--- config.mk ---
export PLATFORM = sky130hd
export DESIGN_NAME = rotated_box_mask_combine_unit
export DESIGN_NICKNAME = d
export VERILOG_FILES = /design/src/rbm_pkg.sv /design/src/rbm_cfg.sv /design/src/rbm_geom.sv /design/src/rbm_level.sv /design/src/rotated_box_mask_combine_unit.sv
export SDC_FILE = /design/constraint.sdc
export NUM_CORES = 2
export LEC_CHECK = 0
export ABC_CLOCK_PERIOD_IN_PS = 11220
export BUFFER_PORTS_ARGS = -buffer_cell sky130_fd_sc_hd__buf_2
export CAP_MARGIN = 25
export CORE_ASPECT_RATIO = 1.2
export CORE_MARGIN = 4
export CORE_UTILIZATION = 28
export CTS_CLUSTER_SIZE = 30
export DETAILED_ROUTE_END_ITERATION = 7
export PLACE_DENSITY = 0.42
export SYNTH_ARGS = -nofsm -noshare
export SYNTH_HDL_FRONTEND = slang
export SYNTH_SLANG_ARGS = --single-unit
--- constraint.sdc ---
create_clock -name clk -period 11.22 [get_ports clk]
set_input_delay 2.244 -clock clk [delete_from_list [all_inputs] [get_ports clk]]
set_output_delay 2.244 -clock clk [all_outputs]
set_load 0.1 [all_outputs]
--- src/rbm_pkg.sv ---
// shared types and constants for the rotated box mask combine unit
package rbm_pkg;

	localparam int COORD_BITS_DEF = 12;
	localparam int LEVEL_BITS_DEF = 16;

	// fixed register widths
	localparam int CENTER_W   = 17;
	localparam int HALF_W     = 16;
	localparam int TRIG_W     = 16;
	localparam int FRAC_BITS  = 4;
	localparam int CFG_IDX_W  = 3;
	localparam int CFG_DATA_W = 17;

	localparam logic [TRIG_W-1:0] COS_RESET = 16'h7fff;

	typedef enum logic [1:0] {
		MODE_ADD,
		MODE_SUB,
		MODE_MUL,
		MODE_NOT
	} mode_t;

	typedef enum logic [CFG_IDX_W-1:0] {
		REG_CENTER_X,
		REG_CENTER_Y,
		REG_HALF_W,
		REG_HALF_H,
		REG_COS,
		REG_SIN,
		REG_MODE
	} reg_idx_t;

	typedef struct packed {
		logic [CENTER_W-1:0] center_x;
		logic [CENTER_W-1:0] center_y;
		logic [HALF_W-1:0]   half_w;
		logic [HALF_W-1:0]   half_h;
		logic [TRIG_W-1:0]   cos_rot;
		logic [TRIG_W-1:0]   sin_rot;
		mode_t               mode;
	} cfg_t;

	typedef struct packed {
		logic s1;
		logic s2;
	} pipe_en_t;

endpackage

--- src/rbm_cfg.sv ---
// configuration register file
module rbm_cfg (
	input  logic                            clk,
	input  logic                            arst_n,
	input  logic                            cfg_valid,
	input  logic                            cfg_ready,
	input  logic [rbm_pkg::CFG_IDX_W-1:0]   cfg_index,
	input  logic [rbm_pkg::CFG_DATA_W-1:0]  cfg_data,
	output rbm_pkg::cfg_t                   cfg
);
	import rbm_pkg::*;

	cfg_t cfg_q;

	always_ff @(posedge clk or negedge arst_n) begin
		if (!arst_n) begin
			cfg_q.center_x <= '0;
			cfg_q.center_y <= '0;
			cfg_q.half_w   <= '0;
			cfg_q.half_h   <= '0;
			cfg_q.cos_rot  <= COS_RESET;
			cfg_q.sin_rot  <= '0;
			cfg_q.mode     <= MODE_ADD;
		end else if (cfg_valid && cfg_ready) begin
			unique case (reg_idx_t'(cfg_index))
				REG_CENTER_X: cfg_q.center_x <= cfg_data[CENTER_W-1:0];
				REG_CENTER_Y: cfg_q.center_y <= cfg_data[CENTER_W-1:0];
				REG_HALF_W:   cfg_q.half_w   <= cfg_data[HALF_W-1:0];
				REG_HALF_H:   cfg_q.half_h   <= cfg_data[HALF_W-1:0];
				REG_COS:      cfg_q.cos_rot  <= cfg_data[TRIG_W-1:0];
				REG_SIN:      cfg_q.sin_rot  <= cfg_data[TRIG_W-1:0];
				REG_MODE:     cfg_q.mode     <= mode_t'(cfg_data[1:0]);
				default: ;
			endcase
		end
	end

	assign cfg = cfg_q;

endmodule

--- src/rbm_geom.sv ---
// center offset, rotation products and strict inside test
module rbm_geom #(
	parameter int COORD_BITS = rbm_pkg::COORD_BITS_DEF
) (
	input  logic                  clk,
	input  rbm_pkg::pipe_en_t     en,
	input  logic [COORD_BITS-1:0] pixel_x,
	input  logic [COORD_BITS-1:0] pixel_y,
	input  rbm_pkg::cfg_t         cfg,
	output logic                  in_box
);
	import rbm_pkg::*;

	localparam int PX_W  = COORD_BITS + FRAC_BITS;
	localparam int DW    = ((PX_W + 1 > CENTER_W) ? PX_W + 1 : CENTER_W) + 1;
	localparam int PW    = DW + TRIG_W;
	localparam int LIM_W = HALF_W + TRIG_W - 1;
	localparam int RW    = ((PW + 1 > LIM_W + 1) ? PW + 1 : LIM_W + 1);

	logic signed [DW-1:0] dx_s1;
	logic signed [DW-1:0] dy_s1;
	logic signed [PW-1:0] pcx_s2;
	logic signed [PW-1:0] psy_s2;
	logic signed [PW-1:0] pcy_s2;
	logic signed [PW-1:0] psx_s2;

	logic signed [RW-1:0] rx;
	logic signed [RW-1:0] ry;
	logic signed [RW-1:0] lim_w;
	logic signed [RW-1:0] lim_h;

	// pixel to q.4 and offset from center
	always_ff @(posedge clk) begin
		if (en.s1) begin
			dx_s1 <= DW'($signed({1'b0, pixel_x, FRAC_BITS'(0)})) - DW'($signed(cfg.center_x));
			dy_s1 <= DW'($signed({1'b0, pixel_y, FRAC_BITS'(0)})) - DW'($signed(cfg.center_y));
		end
	end

	always_ff @(posedge clk) begin
		if (en.s2) begin
			pcx_s2 <= PW'($signed(cfg.cos_rot)) * PW'(dx_s1);
			psy_s2 <= PW'($signed(cfg.sin_rot)) * PW'(dy_s1);
			pcy_s2 <= PW'($signed(cfg.cos_rot)) * PW'(dy_s1);
			psx_s2 <= PW'($signed(cfg.sin_rot)) * PW'(dx_s1);
		end
	end

	always_comb begin
		rx    = RW'(pcx_s2) + RW'(psy_s2);
		ry    = RW'(pcy_s2) - RW'(psx_s2);
		// half sizes scaled up to match the products with the q1.15 trig values
		lim_w = $signed(RW'({cfg.half_w, (TRIG_W - 1)'(0)}));
		lim_h = $signed(RW'({cfg.half_h, (TRIG_W - 1)'(0)}));
		in_box = (rx > -lim_w) && (rx < lim_w) && (ry > -lim_h) && (ry < lim_h);
	end

endmodule

--- src/rbm_level.sv ---
// level path: product, rounded unorm divide and mode combine
module rbm_level #(
	parameter int LEVEL_BITS = rbm_pkg::LEVEL_BITS_DEF
) (
	input  logic                  clk,
	input  rbm_pkg::pipe_en_t     en,
	input  logic [LEVEL_BITS-1:0] mask_level,
	input  logic [LEVEL_BITS-1:0] value_level,
	input  logic                  in_box,
	input  rbm_pkg::mode_t        mode,
	output logic [LEVEL_BITS-1:0] level_nx
);
	import rbm_pkg::*;

	localparam int XW = 2 * LEVEL_BITS + 1;
	localparam logic [XW-1:0] RND = XW'((1 << (LEVEL_BITS - 1)) - 1);
	localparam logic [XW-1:0] ONE = XW'(1);

	logic [LEVEL_BITS-1:0]   m_s1;
	logic [LEVEL_BITS-1:0]   v_s1;
	logic [LEVEL_BITS-1:0]   m_s2;
	logic [LEVEL_BITS-1:0]   v_s2;
	logic [2*LEVEL_BITS-1:0] prod_s2;

	logic [XW-1:0]         xr;
	logic [XW-1:0]         qsum;
	logic [LEVEL_BITS-1:0] mul_lvl;
	logic [LEVEL_BITS-1:0] max_lvl;
	logic [LEVEL_BITS-1:0] sub_lvl;
	logic [LEVEL_BITS-1:0] not_lvl;

	always_ff @(posedge clk) begin
		if (en.s1) begin
			m_s1 <= mask_level;
			v_s1 <= value_level;
		end
	end

	always_ff @(posedge clk) begin
		if (en.s2) begin
			m_s2    <= m_s1;
			v_s2    <= v_s1;
			prod_s2 <= m_s1 * v_s1;
		end
	end

	always_comb begin
		// divide by 2^n-1: (x + (x >> n) + 1) >> n, exact below (2^n-1)^2 + 2^n
		xr      = XW'(prod_s2) + RND;
		qsum    = xr + (xr >> LEVEL_BITS) + ONE;
		mul_lvl = qsum[2*LEVEL_BITS-1:LEVEL_BITS];
		max_lvl = (m_s2 > v_s2) ? m_s2 : v_s2;
		sub_lvl = (m_s2 > v_s2) ? (m_s2 - v_s2) : '0;
		not_lvl = (m_s2 != '0) ? '0 : v_s2;
		unique case (mode)
			MODE_ADD: level_nx = in_box ? max_lvl : m_s2;
			MODE_SUB: level_nx = in_box ? sub_lvl : m_s2;
			MODE_MUL: level_nx = in_box ? mul_lvl : '0;
			MODE_NOT: level_nx = in_box ? not_lvl : m_s2;
		endcase
	end

endmodule

--- src/rotated_box_mask_combine_unit.sv ---
// Rotated box mask combiner: one pixel item per clock while in_stall is low; an item's result
// is presented once the item has passed through all three register stages.
// The three register stages are the input offset stage, the rotation and level product stage,
// and the result register; a stalled result lets the two earlier stages keep filling, and
// in_stall rises only once all three hold items. The configuration port is always ready;
// registers are meant to be written while no item is in flight.
module rotated_box_mask_combine_unit #(
	parameter int COORD_BITS = rbm_pkg::COORD_BITS_DEF,
	parameter int LEVEL_BITS = rbm_pkg::LEVEL_BITS_DEF
) (
	input  logic                           clk,
	input  logic                           arst_n,
	input  logic                           cfg_valid,
	output logic                           cfg_ready,
	input  logic [rbm_pkg::CFG_IDX_W-1:0]  cfg_index,
	input  logic [rbm_pkg::CFG_DATA_W-1:0] cfg_data,
	input  logic                           in_valid,
	output logic                           in_stall,
	input  logic [COORD_BITS-1:0]          pixel_x,
	input  logic [COORD_BITS-1:0]          pixel_y,
	input  logic [LEVEL_BITS-1:0]          mask_level,
	input  logic [LEVEL_BITS-1:0]          value_level,
	output logic                           out_valid,
	input  logic                           out_stall,
	output logic [LEVEL_BITS-1:0]          level_out,
	output logic                           is_inside
);
	import rbm_pkg::*;

	cfg_t     cfg;
	pipe_en_t en;

	logic vld_s1;
	logic vld_s2;
	logic vld_s3;
	logic load1;
	logic load2;
	logic load3;
	logic en3;
	logic in_box;

	logic [LEVEL_BITS-1:0] level_nx;
	logic [LEVEL_BITS-1:0] level_s3;
	logic                  inside_s3;

	assign cfg_ready = 1'b1;

	rbm_cfg u_cfg (
		.clk       (clk),
		.arst_n    (arst_n),
		.cfg_valid (cfg_valid),
		.cfg_ready (cfg_ready),
		.cfg_index (cfg_index),
		.cfg_data  (cfg_data),
		.cfg       (cfg)
	);

	// a stage loads when it is empty or the one after it loads
	assign load3    = !vld_s3 || !out_stall;
	assign load2    = !vld_s2 || load3;
	assign load1    = !vld_s1 || load2;
	assign in_stall = !load1;
	assign en.s1    = load1 && in_valid;
	assign en.s2    = load2 && vld_s1;
	assign en3      = load3 && vld_s2;

	always_ff @(posedge clk or negedge arst_n) begin
		if (!arst_n) begin
			vld_s1 <= 1'b0;
			vld_s2 <= 1'b0;
			vld_s3 <= 1'b0;
		end else begin
			if (load1) begin
				vld_s1 <= in_valid;
			end
			if (load2) begin
				vld_s2 <= vld_s1;
			end
			if (load3) begin
				vld_s3 <= vld_s2;
			end
		end
	end

	rbm_geom #(
		.COORD_BITS (COORD_BITS)
	) u_geom (
		.clk     (clk),
		.en      (en),
		.pixel_x (pixel_x),
		.pixel_y (pixel_y),
		.cfg     (cfg),
		.in_box  (in_box)
	);

	rbm_level #(
		.LEVEL_BITS (LEVEL_BITS)
	) u_level (
		.clk         (clk),
		.en          (en),
		.mask_level  (mask_level),
		.value_level (value_level),
		.in_box      (in_box),
		.mode        (cfg.mode),
		.level_nx    (level_nx)
	);

	always_ff @(posedge clk) begin
		if (en3) begin
			level_s3  <= level_nx;
			inside_s3 <= in_box;
		end
	end

	assign out_valid = vld_s3;
	assign level_out = level_s3;
	assign is_inside = inside_s3;

`ifndef SYNTHESIS
	// input only backs up when every stage holds an item
	a_stall_full: assert property (@(posedge clk) disable iff (!arst_n)
		in_stall |-> (vld_s1 && vld_s2 && vld_s3 && out_stall))
		else $error("input stalled with room in the pipeline");

	// a zero half width is an empty box
	a_empty_box: assert property (@(posedge clk) disable iff (!arst_n)
		(out_valid && cfg.half_w == '0) |-> !is_inside)
		else $error("pixel inside a box of zero width");

	// multiply mode clears everything outside the box
	a_mul_outside: assert property (@(posedge clk) disable iff (!arst_n)
		(out_valid && cfg.mode == MODE_MUL && !is_inside) |-> (level_out == '0))
		else $error("multiply mode left a level outside the box");
`endif

endmodule

# Yosys cells after proc, flatten, opt, wreduce, memory -nomap -nowiden
# Cells that the tools add are included.
# word_totals
output_inout_bits,20
word_cells,84
input_bits,81
register_bits,388
# classes
n_addsub,10
n_mux,8
n_lt_le_gt_ge,5
n_reduce_logical,24
eq_ne,9
mul,5
# ops
cell,count
$mul 16x18->34,4
$mux 16,7
$gt 35x35->1,2
$lt 35x32->1,2
$neg 31->35,2
$pmux 16 s4,1
$sub 17x17->18,2
$add 34x34->35,1
$sub 34x34->35,1
$add 32x15->33 const B,1
$add 32x1->32 const B,1
$add 32x17->32,1
$mul 16x16->32,1
$gt 16x16->1,1
$reduce_bool 16->1,1
$sub 16x16->16,1
$reduce_and 2->1,7
$eq 3x3->1 const B,3
$eq 3x2->1 const B,2
$logic_and 1x1->1,6
$logic_not 1->1,5
$eq 2x2->1 const B,2
$eq 3x1->1 const B,1
$logic_not 3->1,1
other kinds (3),5

# Longest topological paths before layout
# depth
depth_word,7
depth_mapped,30

# By module
# A second synthesis with hierarchy kept.
# unflattened
cells_unflattened,7781
hier_area_um2,74104.8
# modules_own_cells
module,n_inst,area_each_um2,cells_each,seq_area_each_um2
rbm_geom,1,55215.5,5992,5165.0
rbm_level,1,14441.4,1538,2882.8
rbm_cfg,1,3794.9,220,2521.2
rotated_box_mask_combine_unit,1,653.1,31,585.6

# Worst setup path after synthesis
# No wires, ideal clock.
# synth_path
path_kind,input to register
from,in out_stall
to,reg u_geom.pcx_s2[0] (enable)
t_arrival_ps,6934
cell_stages,2
setup_slack_ps,3700
cell_sequence,nand3_1 -> and2_1
# synth_lines
element,line_no,source
from (decl),rotated_box_mask_combine_unit.sv:24,"input logic out_stall,"
to (signal assigned),rbm_geom.sv:42,pcx_s2 <= PW'($signed(cfg.cos_rot)) * PW'(dx_s1);
to (decl),rbm_geom.sv:22,logic signed [PW-1:0] pcx_s2;

# Worst setup path in the final report
# layout_path
from,"reg u_cfg.cfg_q, in the netlist u_cfg.cfg[19]"
to,reg u_geom.pcx_s2[32] (data pin)
# layout_via
elab_chain_cells,1
# layout_rtl
element,line_no,source
from (decl),rbm_cfg.sv:13,cfg_t cfg_q;
$mul 16x18->34,rbm_geom.sv:42,
# No other way between the ends.
# A chain may end at the register's enable or synchronous reset.

==> flow_summary.ini <==
[run_status]
status = finished clean

[logic_synthesis]
ys_types = 80
yosys_most_used_dff = edfxtp_1
synth.avg_cell_area_sq_um = 9.47
synth-edff-count = 285
synth_top_cell_by_area = fa_1
syn-instance-count = 7665
ys_seq_area_share_pct = 15.4
mappedNetlistArea_sq_um = 72600
synth_seq_cells = 388
syn-num-nets = 9747
synth_area_leaders = fa_1 37%, edfxtp_1 12%, ha_1 11%
synth_top_area_share_pct = 37.4
async_reset_ff_share_pct = 26.5
ys_warn_count = 0

[clock_tree]
clock-root-buffer = clkbuf_16
clkLatencyLatePin_ns = 0.73
clock-sinks = 388
cts_resized = 0
cts_made_buffers = 54
cts.clk_slew.worst_paths_ns = 0.06
clockBufferDepth = 3
cts_tree = built
cts_hold_buffers = 0
post_cts.repair.setup_buffers = 0
htree_num_levels = 2

[layout]
final_cell_mix = 1701 x inv_1, 1357 x fa_1, 966 x nand2_1
final_common_cell = inv_1
final_nets = 9697
area_delta_synth_final_pct = 8.66
drive_gt1_share_pct = 5.16

[worst_hold_path]
worstHoldPathCells = 0
hp-class = reg2reg

[timing]
drv_slew = 0
rsz0062_at_grt = no
fin_worst_skew_ns = 0.0671
final.min_clock_period_ns = 8.06
max_freq_mhz = 124
setup-violations-final = 0
fin_crit_sh_pct = 71.8
final.setup.tns_ns = 0
tightest_slew_ns = 1.09
final-hold-violation-count = 0
slew_headroom_pct = 27.1

[worst_setup_path]
path_max_fanout = 20
worstRegToRegCells = 25
crit_top_cell = fa_1
crit_slowest_cell = dfstp_2
crit_type = reg2reg
cp_slowest_stage_delay_ns = 0.82
cp-end-kind = register
arrival_ns = 8.53
required_ns = 11.69
cp-start-kind = register

[floorplanning]
rows = 204
core-area_sq_um = 258000
die_area_sq_um = 268000
dieHeight_um = 566
pin_count = 101
dieWidth_um = 473
start_util_pct = 28.2

[grt]
grt_overflow = 0
grt_pass1_vias = 57400
grt_first_pass_wirelength_um = 356000
antenna_found_initial = 18
grt_start_max_net_pins = 70
track_usage_pct = 17.5

[route]
viasPerCell = 4.64
wl_per_cell_um = 20.6
dr.pass1.iters = 6
drt_iter0_drc = 2707
num_vias = 51400
drt_wl_total_um = 228000
drc = 0
ant_nets = 0

[placed_design]
hpwl_um = 180000
numPortBuffers = 99
place_congestion = 0.847

[flow_run]
drv_cap = 0
[sequential cells by signal, indices dropped and copies added (netlist names)]
register         cells
u_level.v_s1        16
vld_s2               1
vld_s1               1
u_level.m_s1        16
u_geom.psy_s2       34
u_geom.dy_s1        18
u_geom.pcx_s2       34
level_out           16
u_level.v_s2        16
out_valid            1
u_geom.dx_s1        18
is_inside            1
u_level.m_s2        16
u_geom.pcy_s2       34
u_cfg.cfg          100
u_level.prod_s2     32
u_geom.psx_s2       34
[final cells by class]
class | count | area (sq um)
clock buffers | 63 | 1430
fillers | 27100 | 179000
well taps | 3399 | 4250
diodes | 7 | 17.5
flip-flops and latches | 388 | 11200
inverters | 1701 | 6380
multi-input cells | 5276 | 54000
clock inverters | 39 | 469
repair buffers | 194 | 1230
[path summary, 6_finish.rpt]
check / start / to / slack, ns
hold / removal: u_cfg.cfg[66] / u_geom.dy_s1[0] / 0.49
hold reg to reg: u_cfg.cfg[66] / u_geom.dy_s1[0] / 0.49
min in group asynchronous: arst_n / u_cfg.cfg[41] / 1.57
max in group asynchronous: arst_n / u_cfg.cfg[16] / 8.25
setup reg to reg: u_cfg.cfg[19] / u_geom.pcx_s2[32] / 3.16
setup / recovery: u_cfg.cfg[19] / u_geom.pcx_s2[32] / 3.16
[kinds of logic (layout without fill, tap and decap cells)]
kind of cell | Yosys count | after routing | synth area share, %
flip-flops | 388 | 388 | 15.4
XOR/XNOR | 324 | 324 | 3.91
other | 1 | 8 | 0.00516
AND/OR/NAND/NOR | 2112 | 2112 | 14.1
adder cells (fa/ha/maj) | 2003 | 2003 | 48.5
buffers and inverters | 2001 | 1997 | 10.4
AO/OA/AOI/OAI | 775 | 775 | 6.82
multiplexers | 61 | 61 | 0.942
[layer usage]
layer | share of wire (%) | global-route usage [%]
met4 | 5.6 | 7.74
met5 | 0.046 | 0.0899
met2 | 51 | 32.0
met1 | 40 | 20.7
met3 | 3.6 | 1.73
[cells in the mapped netlist, types with 115 or more instances]
| cell type | n |
|---|---|
| a21o_1 | 115 |
| a21oi_1 | 204 |
| and2_1 | 566 |
| clkbuf_1 | 279 |
| edfxtp_1 | 285 |
| fa_1 | 1357 |
| ha_1 | 644 |
| inv_1 | 1701 |
| nand2_1 | 966 |
| nor2_1 | 192 |
| o21ai_0 | 191 |
| xnor2_1 | 236 |
[stage by stage]
| stage | instance area [sq um] | cells | setup slack, ns | hold slack [ns] | util [%] |
|---|---|---|---|---|---|
| floorplan | 72600 | 7665 | 3.70 | 0.448 | - |
| global placement | 77000 | 11000 | 3.22 | 0.470 | 29.9 |
| detailed placement | 77000 | 11000 | 3.11 | 0.474 | 29.9 |
| CTS | 78900 | 11100 | 3.08 | 0.488 | 30.6 |
| global route | 78900 | 11100 | 2.67 | 0.506 | 30.6 |
| finish | 78900 | 11100 | 3.16 | 0.489 | 30.6 |
[worst max-delay path, delay by kind of cell (launching register included)]
kind	cells	cell delay, ns
fa+ha+maj	7	3.43
compound gates	8	2.37
flops	1	0.82
buf+inv	6	0.65
simple gates	3	0.46
xor+xnor	1	0.08
Power is not shown: default switching activity piles up to over one toggle a cycle in this logic, so the estimate is an artifact.
